**src/rtl/decision_split_evaluator_core_assert.svh**
```systemverilog
// ----------------------------------------------------------------------------
// Assertion macros for the decision split evaluator
// Shared property forms, all clocked on the rising edge and idle in reset.
// ----------------------------------------------------------------------------
`ifndef DECISION_SPLIT_EVALUATOR_CORE_ASSERT_SVH
`define DECISION_SPLIT_EVALUATOR_CORE_ASSERT_SVH

// Same-cycle implication
`define DSE_ASSERT_NOW(label, clk, rst_n, cond, expr) \
    label: assert property (@(posedge clk) disable iff (!rst_n) (cond) |-> (expr)) \
        else $error("same-cycle check failed");

// Next-cycle implication
`define DSE_ASSERT_NEXT(label, clk, rst_n, cond, expr) \
    label: assert property (@(posedge clk) disable iff (!rst_n) (cond) |=> (expr)) \
        else $error("next-cycle check failed");

`endif

```
**src/rtl/dse_pkg.sv**
```systemverilog
// ----------------------------------------------------------------------------
// dse_pkg
// Shared types, constants and arithmetic helpers of the split evaluator.
// ----------------------------------------------------------------------------
package dse_pkg;

    localparam int FEATURE_COUNT  = 16;
    localparam int CATEGORY_COUNT = 64;
    localparam int IDX_W          = 4;
    localparam int CAT_W          = 6;
    localparam int VAL_W          = 32;
    localparam int SUM_W          = 64;
    localparam int QUEUE_DEPTH    = 4;
    localparam int QPTR_W         = $clog2(QUEUE_DEPTH);
    localparam int QCNT_W         = $clog2(QUEUE_DEPTH + 1);

    // Condition kinds
    localparam logic [1:0] KIND_OBLIQUE = 2'd0;
    localparam logic [1:0] KIND_CROSS   = 2'd1;
    localparam logic [1:0] KIND_NOMINAL = 2'd2;

    // Comparison codes
    localparam logic [1:0] CMP_GE = 2'd0;
    localparam logic [1:0] CMP_GT = 2'd1;
    localparam logic [1:0] CMP_LE = 2'd2;
    localparam logic [1:0] CMP_LT = 2'd3;

    // Register indexes
    localparam logic [2:0] REG_KIND       = 3'd0;
    localparam logic [2:0] REG_CMP_FIRST  = 3'd1;
    localparam logic [2:0] REG_CMP_SECOND = 3'd2;
    localparam logic [2:0] REG_FEAT_FIRST = 3'd3;
    localparam logic [2:0] REG_FEAT_SECOND= 3'd4;
    localparam logic [2:0] REG_THR_FIRST  = 3'd5;
    localparam logic [2:0] REG_THR_SECOND = 3'd6;
    localparam logic [2:0] REG_MASK       = 3'd7;

    typedef enum logic {
        OP_WEIGHT  = 1'b0,
        OP_ELEMENT = 1'b1
    } op_t;

    typedef struct packed {
        logic [1:0]              kind;
        logic [1:0]              cmp_first;
        logic [1:0]              cmp_second;
        logic [IDX_W-1:0]        feat_first;
        logic [IDX_W-1:0]        feat_second;
        logic signed [VAL_W-1:0] thr_first;
        logic signed [VAL_W-1:0] thr_second;
        logic [CATEGORY_COUNT-1:0] mask;
    } cfg_t;

    // Classified item handed from front to back
    typedef struct packed {
        op_t                     op;
        logic [IDX_W-1:0]        index;
        logic                    in_range;
        logic                    match_first;
        logic                    match_second;
        logic signed [VAL_W-1:0] value;
        logic [CAT_W-1:0]        category;
        logic                    last;
    } item_t;

    typedef struct packed {
        logic empty;
        logic full;
    } q_stat_t;

    function automatic logic cmp_val(input logic signed [VAL_W-1:0] v,
                                     input logic signed [VAL_W-1:0] t,
                                     input logic [1:0] op);
        logic r;
        case (op)
            CMP_GE:  r = (v >= t);
            CMP_GT:  r = (v > t);
            CMP_LE:  r = (v <= t);
            default: r = (v < t);
        endcase
        return r;
    endfunction

    function automatic logic cmp_zero(input logic signed [SUM_W-1:0] s,
                                      input logic [1:0] op);
        logic zero;
        logic r;
        zero = (s == '0);
        case (op)
            CMP_GE:  r = !s[SUM_W-1];
            CMP_GT:  r = !s[SUM_W-1] && !zero;
            CMP_LE:  r = s[SUM_W-1] || zero;
            default: r = s[SUM_W-1];
        endcase
        return r;
    endfunction

    // Signed add, clamped to the 64-bit range
    function automatic logic signed [SUM_W-1:0] sat_add(input logic signed [SUM_W-1:0] a,
                                                        input logic signed [SUM_W-1:0] b);
        logic signed [SUM_W:0]   wide;
        logic signed [SUM_W-1:0] r;
        wide = {a[SUM_W-1], a} + {b[SUM_W-1], b};
        if (wide[SUM_W] != wide[SUM_W-1])
            r = wide[SUM_W] ? {1'b1, {(SUM_W-1){1'b0}}} : {1'b0, {(SUM_W-1){1'b1}}};
        else
            r = wide[SUM_W-1:0];
        return r;
    endfunction

    // Q16.16 bias widened to Q32.32 and negated (always fits)
    function automatic logic signed [SUM_W-1:0] neg_bias(input logic signed [VAL_W-1:0] t);
        logic signed [SUM_W-1:0] w;
        w = {{16{t[VAL_W-1]}}, t, 16'h0000};
        return -w;
    endfunction

endpackage

```
**src/rtl/decision_split_evaluator_core.sv**
```systemverilog
// ----------------------------------------------------------------------------
// decision_split_evaluator_core
// Evaluates one decision-tree split over a streamed feature vector.
// ----------------------------------------------------------------------------
//  channel  | direction | content
//  s_*      | in        | weight load (tuser 0) or feature element (tuser 1)
//  m_*      | out       | one decision per vector
//  cfg_*    | in        | register writes, no read-back
//
//  One item per cycle is taken while the queue has room; the weight table and
//  multiply-accumulate pipeline handle one element each cycle while m_tready
//  does not stall them. A closing element passes the front register, queue,
//  weight fetch, multiplier, accumulator and bias/compare before m_tvalid rises.
//  Reset clears all control and tracking state; weights are undefined until
//  loaded. A stalled m_tready freezes the back pipeline; the front register
//  and a four-item queue keep taking input meanwhile.
// ----------------------------------------------------------------------------
`include "decision_split_evaluator_core_assert.svh"

module decision_split_evaluator_core (
    input  logic        clk,
    input  logic        rst_n,
    input  logic        s_tvalid,
    output logic        s_tready,
    input  logic [47:0] s_tdata,   // [3:0] element_index, [35:4] feature_value,
                                   // [41:36] category, rest zero
    input  logic        s_tuser,   // [0] func
    input  logic        s_tlast,
    output logic        m_tvalid,
    input  logic        m_tready,
    output logic [7:0]  m_tdata,   // [0] decision, rest zero
    input  logic        cfg_we,
    input  logic [2:0]  cfg_index,
    input  logic [63:0] cfg_data
);

    dse_pkg::cfg_t    cfg_reg;
    dse_pkg::q_stat_t q_stat;
    dse_pkg::item_t   push_item;
    dse_pkg::item_t   head;
    logic             push;
    logic             pop;
    logic             decision;

    // Configuration registers
    always_ff @(posedge clk or negedge rst_n)
    begin
        if (!rst_n)
            cfg_reg <= '0;
        else if (cfg_we)
        begin
            unique case (cfg_index)
                dse_pkg::REG_KIND:        cfg_reg.kind        <= cfg_data[1:0];
                dse_pkg::REG_CMP_FIRST:   cfg_reg.cmp_first   <= cfg_data[1:0];
                dse_pkg::REG_CMP_SECOND:  cfg_reg.cmp_second  <= cfg_data[1:0];
                dse_pkg::REG_FEAT_FIRST:  cfg_reg.feat_first  <= cfg_data[3:0];
                dse_pkg::REG_FEAT_SECOND: cfg_reg.feat_second <= cfg_data[3:0];
                dse_pkg::REG_THR_FIRST:   cfg_reg.thr_first   <= cfg_data[31:0];
                dse_pkg::REG_THR_SECOND:  cfg_reg.thr_second  <= cfg_data[31:0];
                dse_pkg::REG_MASK:        cfg_reg.mask        <= cfg_data;
                default:                  cfg_reg             <= cfg_reg;
            endcase
        end
    end

    dse_front u_front (
        .clk         (clk),
        .rst_n       (rst_n),
        .s_tvalid    (s_tvalid),
        .s_tready    (s_tready),
        .in_index    (s_tdata[3:0]),
        .in_value    (s_tdata[35:4]),
        .in_category (s_tdata[41:36]),
        .in_func     (s_tuser),
        .in_last     (s_tlast),
        .cfg         (cfg_reg),
        .q_stat      (q_stat),
        .push        (push),
        .push_item   (push_item)
    );

    dse_queue u_queue (
        .clk       (clk),
        .rst_n     (rst_n),
        .push      (push),
        .push_item (push_item),
        .pop       (pop),
        .head      (head),
        .stat      (q_stat)
    );

    dse_back u_back (
        .clk          (clk),
        .rst_n        (rst_n),
        .cfg          (cfg_reg),
        .q_stat       (q_stat),
        .head         (head),
        .pop          (pop),
        .out_valid    (m_tvalid),
        .out_ready    (m_tready),
        .out_decision (decision)
    );

    assign m_tdata = {7'b0, decision};

    // Queue bookkeeping and front backpressure
    `DSE_ASSERT_NOW(a_pop_not_empty, clk, rst_n, pop, !q_stat.empty)
    `DSE_ASSERT_NOW(a_push_not_full, clk, rst_n, push, !q_stat.full)
    `DSE_ASSERT_NEXT(a_push_fills, clk, rst_n, push, !q_stat.empty)
    `DSE_ASSERT_NOW(a_stall_holds_item, clk, rst_n, !s_tready, q_stat.full)

endmodule

```
**src/rtl/dse_front.sv**
```systemverilog
// ----------------------------------------------------------------------------
// dse_front
// Accepts input items, classifies them and offers them to the queue.
// ----------------------------------------------------------------------------
module dse_front (
    input  logic                          clk,
    input  logic                          rst_n,
    input  logic                          s_tvalid,
    output logic                          s_tready,
    input  logic [dse_pkg::IDX_W-1:0]     in_index,
    input  logic signed [dse_pkg::VAL_W-1:0] in_value,
    input  logic [dse_pkg::CAT_W-1:0]     in_category,
    input  logic                          in_func,
    input  logic                          in_last,
    input  dse_pkg::cfg_t                 cfg,
    input  dse_pkg::q_stat_t              q_stat,
    output logic                          push,
    output dse_pkg::item_t                push_item
);

    logic           valid_reg;
    dse_pkg::item_t item_reg;
    dse_pkg::item_t item_next;
    logic           accept;

    assign push     = valid_reg && !q_stat.full;
    assign s_tready = !valid_reg || !q_stat.full;
    assign accept   = s_tvalid && s_tready;
    assign push_item = item_reg;

    // Classify the incoming item
    always_comb
    begin
        item_next.op           = in_func ? dse_pkg::OP_ELEMENT : dse_pkg::OP_WEIGHT;
        item_next.index        = in_index;
        item_next.in_range     = (int'(in_index) < dse_pkg::FEATURE_COUNT);
        item_next.match_first  = (in_index == cfg.feat_first);
        item_next.match_second = (in_index == cfg.feat_second);
        item_next.value        = in_value;
        item_next.category     = in_category;
        item_next.last         = in_last;
    end

    // Hold the item until the queue takes it
    always_ff @(posedge clk or negedge rst_n)
    begin
        if (!rst_n)
            valid_reg <= 1'b0;
        else if (accept)
            valid_reg <= 1'b1;
        else if (push)
            valid_reg <= 1'b0;
    end

    always_ff @(posedge clk)
    begin
        if (accept)
            item_reg <= item_next;
    end

endmodule

```
**src/rtl/dse_queue.sv**
```systemverilog
// ----------------------------------------------------------------------------
// dse_queue
// Short first-in first-out queue of classified items between front and back.
// ----------------------------------------------------------------------------
module dse_queue (
    input  logic              clk,
    input  logic              rst_n,
    input  logic              push,
    input  dse_pkg::item_t    push_item,
    input  logic              pop,
    output dse_pkg::item_t    head,
    output dse_pkg::q_stat_t  stat
);

    dse_pkg::item_t                slot_reg [dse_pkg::QUEUE_DEPTH];
    logic [dse_pkg::QPTR_W-1:0]    wr_ptr_reg;
    logic [dse_pkg::QPTR_W-1:0]    rd_ptr_reg;
    logic [dse_pkg::QCNT_W-1:0]    count_reg;
    logic [dse_pkg::QCNT_W-1:0]    count_next;

    assign stat.empty = (count_reg == '0);
    assign stat.full  = (count_reg == dse_pkg::QCNT_W'(dse_pkg::QUEUE_DEPTH));
    assign head       = slot_reg[rd_ptr_reg];

    always_comb
    begin
        count_next = count_reg;
        if (push && !pop)
            count_next = count_reg + 1'b1;
        else if (pop && !push)
            count_next = count_reg - 1'b1;
    end

    // Advance pointers and count
    always_ff @(posedge clk or negedge rst_n)
    begin
        if (!rst_n)
        begin
            wr_ptr_reg <= '0;
            rd_ptr_reg <= '0;
            count_reg  <= '0;
        end
        else
        begin
            if (push)
                wr_ptr_reg <= dse_pkg::QPTR_W'((int'(wr_ptr_reg) + 1) % dse_pkg::QUEUE_DEPTH);
            if (pop)
                rd_ptr_reg <= dse_pkg::QPTR_W'((int'(rd_ptr_reg) + 1) % dse_pkg::QUEUE_DEPTH);
            count_reg <= count_next;
        end
    end

    always_ff @(posedge clk)
    begin
        if (push)
            slot_reg[wr_ptr_reg] <= push_item;
    end

endmodule

```
**src/rtl/dse_back.sv**
```systemverilog
// ----------------------------------------------------------------------------
// dse_back
// Weight table, per-element tracking, multiply-accumulate and final decision.
// ----------------------------------------------------------------------------
module dse_back (
    input  logic             clk,
    input  logic             rst_n,
    input  dse_pkg::cfg_t    cfg,
    input  dse_pkg::q_stat_t q_stat,
    input  dse_pkg::item_t   head,
    output logic             pop,
    output logic             out_valid,
    input  logic             out_ready,
    output logic             out_decision
);

    logic                                   adv;
    logic                                   take;
    logic                                   is_elem;
    logic                                   use_elem;

    logic signed [dse_pkg::VAL_W-1:0]       weight_mem [dse_pkg::FEATURE_COUNT];

    // Tracking state of the current vector
    logic                                   first_hit_reg;
    logic                                   second_hit_reg;
    logic [dse_pkg::CAT_W-1:0]              category_reg;
    logic                                   hit1_now;
    logic                                   hit2_now;
    logic                                   hit1_final;
    logic                                   hit2_final;
    logic [dse_pkg::CAT_W-1:0]              cat_final;
    logic                                   aux_next;

    // Multiply stage
    logic                                   s2_valid_reg;
    logic                                   s2_last_reg;
    logic                                   s2_aux_reg;
    logic signed [dse_pkg::VAL_W-1:0]       s2_weight_reg;
    logic signed [dse_pkg::VAL_W-1:0]       s2_value_reg;

    // Accumulate stage
    logic                                   s3_valid_reg;
    logic                                   s3_last_reg;
    logic                                   s3_aux_reg;
    logic signed [dse_pkg::SUM_W-1:0]       s3_product_reg;
    logic signed [dse_pkg::SUM_W-1:0]       sum_reg;
    logic signed [dse_pkg::SUM_W-1:0]       sum_next;

    // Decide stage
    logic                                   s4_valid_reg;
    logic                                   s4_aux_reg;
    logic signed [dse_pkg::SUM_W-1:0]       s4_sum_reg;
    logic                                   decision_next;

    logic                                   out_valid_reg;
    logic                                   decision_reg;

    assign adv      = !out_valid_reg || out_ready;
    assign take     = adv && !q_stat.empty;
    assign pop      = take;
    assign is_elem  = (head.op == dse_pkg::OP_ELEMENT);
    assign use_elem = is_elem && head.in_range;

    assign out_valid    = out_valid_reg;
    assign out_decision = decision_reg;

    // Resolve tracking state including the element now entering
    always_comb
    begin
        hit1_now   = dse_pkg::cmp_val(head.value, cfg.thr_first, cfg.cmp_first);
        hit2_now   = dse_pkg::cmp_val(head.value, cfg.thr_second, cfg.cmp_second);
        hit1_final = (use_elem && head.match_first) ? hit1_now : first_hit_reg;
        hit2_final = (use_elem && head.match_second) ? hit2_now : second_hit_reg;
        cat_final  = (use_elem && head.match_first) ? head.category : category_reg;
        case (cfg.kind)
            dse_pkg::KIND_CROSS:
                aux_next = hit1_final && hit2_final;
            dse_pkg::KIND_NOMINAL:
                aux_next = (int'(cat_final) < dse_pkg::CATEGORY_COUNT) && cfg.mask[cat_final];
            default:
                aux_next = 1'b0;
        endcase
    end

    // Store weights
    always_ff @(posedge clk)
    begin
        if (take && !is_elem && head.in_range)
            weight_mem[head.index] <= head.value;
    end

    // Fetch weight and operands for the multiplier
    always_ff @(posedge clk)
    begin
        if (take)
        begin
            s2_weight_reg <= use_elem ? weight_mem[head.index] : '0;
            s2_value_reg  <= head.value;
            s2_last_reg   <= head.last;
            s2_aux_reg    <= aux_next;
        end
    end

    // Track hits and category; clear them at the end of a vector
    always_ff @(posedge clk or negedge rst_n)
    begin
        if (!rst_n)
        begin
            first_hit_reg  <= 1'b0;
            second_hit_reg <= 1'b0;
            category_reg   <= '0;
            s2_valid_reg   <= 1'b0;
        end
        else if (adv)
        begin
            s2_valid_reg <= take && is_elem;
            if (take && is_elem)
            begin
                if (head.last)
                begin
                    first_hit_reg  <= 1'b0;
                    second_hit_reg <= 1'b0;
                    category_reg   <= '0;
                end
                else
                begin
                    first_hit_reg  <= hit1_final;
                    second_hit_reg <= hit2_final;
                    category_reg   <= cat_final;
                end
            end
        end
    end

    // Multiply
    always_ff @(posedge clk)
    begin
        if (adv)
        begin
            s3_product_reg <= s2_weight_reg * s2_value_reg;
            s3_last_reg    <= s2_last_reg;
            s3_aux_reg     <= s2_aux_reg;
        end
    end

    assign sum_next = dse_pkg::sat_add(sum_reg, s3_product_reg);

    // Accumulate and hand the closed sum on
    always_ff @(posedge clk or negedge rst_n)
    begin
        if (!rst_n)
        begin
            s3_valid_reg <= 1'b0;
            s4_valid_reg <= 1'b0;
            sum_reg      <= '0;
        end
        else if (adv)
        begin
            s3_valid_reg <= s2_valid_reg;
            s4_valid_reg <= s3_valid_reg && s3_last_reg;
            if (s3_valid_reg)
                sum_reg <= s3_last_reg ? '0 : sum_next;
        end
    end

    always_ff @(posedge clk)
    begin
        if (adv && s3_valid_reg && s3_last_reg)
        begin
            s4_sum_reg <= sum_next;
            s4_aux_reg <= s3_aux_reg;
        end
    end

    // Subtract bias and decide (oblique), else pass the tracked result on
    always_comb
    begin
        if (cfg.kind == dse_pkg::KIND_OBLIQUE)
            decision_next = dse_pkg::cmp_zero(
                dse_pkg::sat_add(s4_sum_reg, dse_pkg::neg_bias(cfg.thr_first)), cfg.cmp_first);
        else
            decision_next = s4_aux_reg;
    end

    always_ff @(posedge clk or negedge rst_n)
    begin
        if (!rst_n)
            out_valid_reg <= 1'b0;
        else if (adv)
            out_valid_reg <= s4_valid_reg;
    end

    always_ff @(posedge clk)
    begin
        if (adv && s4_valid_reg)
            decision_reg <= decision_next;
    end

endmodule

```
**config.mk**
```make
export PLATFORM = sky130hd
export DESIGN_NAME = decision_split_evaluator_core
export DESIGN_NICKNAME = d
export VERILOG_FILES = /design/src/rtl/dse_pkg.sv /design/src/rtl/decision_split_evaluator_core.sv /design/src/rtl/dse_front.sv /design/src/rtl/dse_queue.sv /design/src/rtl/dse_back.sv
export VERILOG_INCLUDE_DIRS = /design/src /design/src/rtl
export SDC_FILE = /design/constraint.sdc
export NUM_CORES = 2
export LEC_CHECK = 0
export BUFFER_PORTS_ARGS = -buffer_cell sky130_fd_sc_hd__buf_2
export CAP_MARGIN = 20
export CORE_MARGIN = 2
export CORE_UTILIZATION = 40
export CTS_BUF_LIST = sky130_fd_sc_hd__clkbuf_8
export CTS_CLUSTER_SIZE = 25
export DETAILED_ROUTE_END_ITERATION = 7
export GPL_ROUTABILITY_DRIVEN = 0
export PLACE_DENSITY = 0.66
export SLEW_MARGIN = 30
export SYNTH_ARGS = -nofsm -noshare
export SYNTH_HDL_FRONTEND = slang
export SYNTH_SLANG_ARGS = --single-unit
```
**constraint.sdc**
```tcl
create_clock -name clk -period 10.45 [get_ports clk]
set_input_delay 3.135 -clock clk [delete_from_list [all_inputs] [get_ports clk]]
set_output_delay 3.135 -clock clk [all_outputs]
set_load 0.01 [all_outputs]
```
Yosys cells after proc, flatten, opt, wreduce, memory -nomap -nowiden
Memories as Yosys holds them, arrays and structs flattened. A register that Yosys moved wholly into a read port is not among the register bits.
Cells that the tools add are included.
{ "classes": {"add_sub_neg": 7, "mul": 1, "n_lt_le_gt_ge": 9, "n_eq_ne": 18, "n_mux": 28, "n_reduce_logical": 48} }
{ "ops": {"columns": ["op", "n"], "rows": [
  ["$mux 64", 6],
  ["$add 64x64->65", 2],
  ["$ge 32x32->1", 2],
  ["$gt 32x32->1", 2],
  ["$le 32x32->1", 2],
  ["$logic_not 64->1", 1],
  ["$lt 32x32->1", 2],
  ["$mul 32x32->64", 1],
  ["$neg 48->64", 1],
  ["$reduce_and 2->1", 10],
  ["$eq 3x3->1 const B", 5],
  ["$logic_and 1x1->1", 15],
  ["$mux 1", 13],
  ["$mux 6", 2],
  ["$logic_not 1->1", 10],
  ["$pmux 1 s3", 3],
  ["$eq 4x4->1", 2],
  ["$lt 6x7->1 const B", 1],
  ["$bmux 1 s6", 1],
  ["$eq 2x1->1 const B", 3],
  ["$eq 2x2->1 const B", 3],
  ["$eq 3x2->1 const B", 2],
  ["$logic_not 2->1", 3],
  ["$logic_not 3->1", 2],
  ["other kinds (10)", 17]
]} }
{ "totals": {"reg_bits": 438, "mem_bits_rw": 696, "input_bits": 122, "out_inout_bits": 10, "wordCells": 149, "n_memories": 2} }
{ "mem_list": {"columns": ["memory", "depth", "word_bits", "read_ports", "rd_ports_with_merged_regs", "wr", "line", "source"], "rows": [
  ["u_back.weight_mem", 16, 32, 1, 1, 1, "dse_back.sv:22", "logic signed [dse_pkg::VAL_W-1:0] weight_mem [dse_pkg::FEATURE_COUNT];"],
  ["u_queue.slot_reg", 4, 46, 1, 0, 1, "dse_queue.sv:15", "dse_pkg::item_t slot_reg [dse_pkg::QUEUE_DEPTH];"]
]} }

Depth between registers and ports, before layout
{ "depth": {"ltp_word": 10, "depth_mapped": 30, "ltp_nobuf": 29} }

Cells and area by module
From an unflattened synthesis, not the netlist that was laid out.
{ "unflattened": {"hier_cells": 7278, "hier_area_um2": 88960.3} }
{ "modules_own_cells": {"columns": ["mod", "instances", "cells_per_inst", "area_each_um2", "seq_area_each_um2"], "rows": [
  ["dse_back", 1, 6618, 74530.2, 23222.3],
  ["dse_queue", 1, 280, 7198.2, 5820.6],
  ["decision_split_evaluator_core", 1, 317, 5696.7, 3553.4],
  ["dse_front", 1, 63, 1535.2, 1406.3]
]} }

Worst setup path after synthesis
No wires, ideal clock.
{ "synth_path": {"path_type": "input -> register", "start": "input port m_tready", "end": "memory u_back.weight_mem[4][0] (netlist bit) (enable)", "setup_time_ps": 421, "t_arrival_ps": 9418, "required_ps": 10029, "path_slack_ps": 611, "path_stages": 7, "n_path_buf": 1, "path_cell_list": "nand2b_1 > clkbuf_1 > o31ai_1 > inv_1 > and2_1 > or3b_2 > nor2_1"} }
{ "synth_between": {"elab_chain_len": 6} }
{ "synth_rtl": {"columns": ["element", "line", "source"], "rows": [
  ["start, declared", "decision_split_evaluator_core.sv:30", "input logic m_tready,"],
  ["$logic_or 1x1->1", "dse_back.sv:59", "assign adv = !out_valid_reg || out_ready;"],
  ["$logic_and 1x1->1", "dse_back.sv:60", "assign take = adv && !q_stat.empty;"],
  ["net pop", "decision_split_evaluator_core.sv:42", "logic pop;"],
  ["$logic_and 1x1->1 (2 in series)", "dse_back.sv:89", "if (take && !is_elem && head.in_range)"],
  ["$mux 1", "dse_back.sv:89", null],
  ["$mux 1 (implied by the code)", "dse_back.sv:90", "weight_mem[head.index] <= head.value;"],
  ["end, declared", "dse_back.sv:22", null]
]} }
The timed path passes the listed nets, and every way through them passes these cells.

Final worst setup path
{ "layout_path": {"start": "register u_back.s2_value_reg[9] (netlist bit)", "end": "register u_back.s3_product_reg[61] (netlist bit), data pin"} }
{ "layout_between": {"elab_chain_len": 1} }
{ "layout_rtl": {"columns": ["element", "line", "source"], "rows": [
  ["start, declared", "dse_back.sv:40", "logic signed [dse_pkg::VAL_W-1:0] s2_value_reg;"],
  ["start signal, assigned", "dse_back.sv:99", "s2_value_reg <= head.value;"],
  ["$mul 32x32->64", "dse_back.sv:141", "s3_product_reg <= s2_weight_reg * s2_value_reg;"],
  ["end signal, assigned", "dse_back.sv:141", null],
  ["end, declared", "dse_back.sv:46", "logic signed [dse_pkg::SUM_W-1:0] s3_product_reg;"]
]} }
No other way between the ends.
A chain may end at the register's enable or synchronous reset.

==> summary.txt <==
Synthesis
  • XOR/XNOR Fraction of Synth Area: 1.687%
  • Avg Cell Area, Syn: 12.19 sq um
  • Main area contributors after synthesis: edfxtp_1, fa_1, dfrtp_1
  • Gate Count Post-Synth: 7249
  • EDFF count, synth: 940
  • YS warnings: 0
  • Synth Area in Compound Gates: 5.806%
  • Dominant synthesized flop cell: edfxtp_1
  • Mux contribution to synthesized area: 7.609%
  • Area leader, netlist: edfxtp_1
  • Synth Area in Simple Gates: 9.988%
  • Top-count cell post-synth: inv_1
  • Seq/Total Area, Yosys: 38.36%
  • Yosys cell types: 98
  • Post-Syn Area: 0.08833 sq mm
  • Top cells by count, synth: inv_1, fa_1, edfxtp_1, nand2_1, and2_1
  • Largest family of logic cells by synthesized area: adder cells
  • Synth Area in Adders: 30.10%
  • Async SR Flop Fraction: 19.38%
  • Flops & latches, synth: 1166
  • Share of the synthesized area in the top cell type: 31.96%

Floorplanning
  • I/O pins: 132
  • Chip Width: 473.9 microns
  • DIE AREA: 0.2246 sq mm
  • Die Ht: 473.9 microns
  • Row count: 172
  • Starting density of the core: 40.24%
  • Core Area: 0.2195 sq mm

Clock tree
  • Max clock buf depth: 3
  • CTS Buf Count: 189
  • Post-CTS sizing: 0
  • Max H-tree Level: 4
  • CTS sink cnt: 1166
  • CTS clk-pin slew, worst paths: 0.06 ns
  • Setup repair bufs after CTS: 0
  • Root buf cell: clkbuf_8
  • Hold-fix buffers at CTS: 0
  • Clk_lat worst skew: 0.94 ns
  • TritonCTS clock tree: yes

Route
  • Drt wl/cell: 21.12 microns
  • Final ANT Viol Nets: 0
  • Routed wire length: 219900 microns
  • Pre-antenna DRT Iters: 5
  • Vias/cell: 5.349
  • Total number of vias: 55690
  • Starting DRT DRC Count: 4552
  • Drc violations: 0

GRT
  • GRT Resource Usage Total: 19.85%
  • Met3 Use GR: 3.510%
  • GR peak layer: met2
  • Met1 Use GR: 27.28%
  • Met2 Use GR: 32.55%
  • Number of global-route vias before repair: 59150
  • First-pass GRT wire length: 343200 microns
  • Aggregate global routing overflow: 0
  • Initial antenna violation count: 15
  • Largest net degree at the start of global routing: 99

Worst setup path
  • Worst Path Buf+Inv: 6
  • Worst path slowest cell: edfxtp_1
  • CP peak stage delay: 0.90 ns
  • Cell family with most CP delay: adder cells
  • Most used cell along the critical path: fa_1
  • Crit path DAT: 9.82 ns
  • CP Capture Type: flop
  • CP max FO: 17
  • Crit path required time: 11.12 ns
  • Startpoint Class: flop
  • CP Class: reg -> reg

Worst hold path
  • Worst hold path class: reg -> reg

Timing
  • Clock Skew: 0.07612 ns
  • Period utilization: 87.57%
  • Slew @ Worst Pin: 0.9655 ns
  • Final slew viol count: 0
  • Max Clk Rate: 0.1093 GHz
  • Final min period: 9.151 ns
  • Relative slew slack: 35.63%
  • RSZ-0062 raised after global routing: no
  • Final hold vios: 0
  • Final setup viols: 0
  • TNS Setup: 0 ns

Layout
  • Design area: 0.09639 sq mm
  • Final net count: 8945
  • Max FFs per register: 512
  • Share of post-route cells with drive strength above 1: 12.62%
  • P&R area growth vs syn: 9.126%
  • Fillers: 19830

Run
  • Max-cap violations: 0

Placement
  • Placement Cell Area: 0.09234 sq mm
  • PortBufs: 118
  • DPL Wire Length: 164900 microns

Run status
  • Status: finished, final reports clean
cell type report:
| type | instances | area (sq um) | share of cell area (%) |
|---|---|---|---|
| tap | 2871 | 3592 | 3.727 |
| clock inverter | 148 | 1025 | 1.063 |
| antenna | 11 | 27.53 | 0.02856 |
| sequential | 1166 | 33890 | 35.16 |
| clock buffer | 205 | 2821 | 2.927 |
| multi-input combinational | 4615 | 48950 | 50.78 |
| inverter | 1124 | 4222 | 4.379 |
| timing repair buffer | 272 | 1867 | 1.937 |
cells in the final DEF (no fill, tap or decap), types with 134 or more instances in the layout:
master,count
dfrtp_1,224
fa_1,1085
nand2_1,709
inv_1,1196
and2_1,510
edfxtp_1,940
mux4_2,207
mux2_2,144
ha_1,370
a21oi_1,195
nor2_1,223
clkbuf_8,206
buf_4,134
routing by layer:
metal / routed length [microns] / vias up
li1: - / 24310
met1: 93880 / 29110
met2: 105300 / 1969
met3: 16090 / 294
met4: 4556 / 8
met5: 52 / -
per-stage QoR:
| stage | std cells | setup slack, ns | util (%) | hold slack [ns] |
|---|---|---|---|---|
| 2_1_floorplan | 7255 | 0.6109 | - | 0.4003 |
| 3_3_place_gp | 10030 | 1.374 | 42.04 | 0.4047 |
| 3_5_place_dp | 10040 | 1.397 | 42.07 | 0.4045 |
| 4_1_cts | 10390 | 1.352 | 43.82 | 0.4386 |
| 5_1_grt | 10410 | 0.8688 | 43.91 | 0.4385 |
| 6_report | 10410 | 1.299 | 43.91 | 0.4333 |
cells by family after synthesis:
group,count (synthesis)
and+or+nand+nor,1791
adders and majority gates,1479
buffers and inverters,1474
DFF,1166
AOI/OAI and AO/OA,779
muxes,391
xor gates and xnor gates,168
other,1
worst paths after layout:
path / start / end / slack (ns) / depth (start not counted)
worst min-delay path: u_back.s3_aux_reg$_DFFE_PN_ / u_back.s4_aux_reg$_DFFE_PP_ / 0.43 / 0
max in group asynchronous: rst_n / u_queue.rd_ptr_reg[0]$_DFFE_PN0P_ / 6.76 / 2
worst max register to register: u_back.s2_value_reg[9]$_DFFE_PP_ / u_back.s3_product_reg[61]$_DFFE_PN_ / 1.30 / 28
worst min register to register: u_back.s3_aux_reg$_DFFE_PN_ / u_back.s4_aux_reg$_DFFE_PP_ / 0.43 / 0
min in group asynchronous: rst_n / u_front.valid_reg$_DFFE_PN0P_ / 2.21 / 1
worst max-delay path: u_back.s2_value_reg[9]$_DFFE_PP_ / u_back.s3_product_reg[61]$_DFFE_PN_ / 1.30 / 28
Power is left out: the tool's default activity adds up to more than one toggle a clock period on the data nets, which glitch-free logic cannot reach.
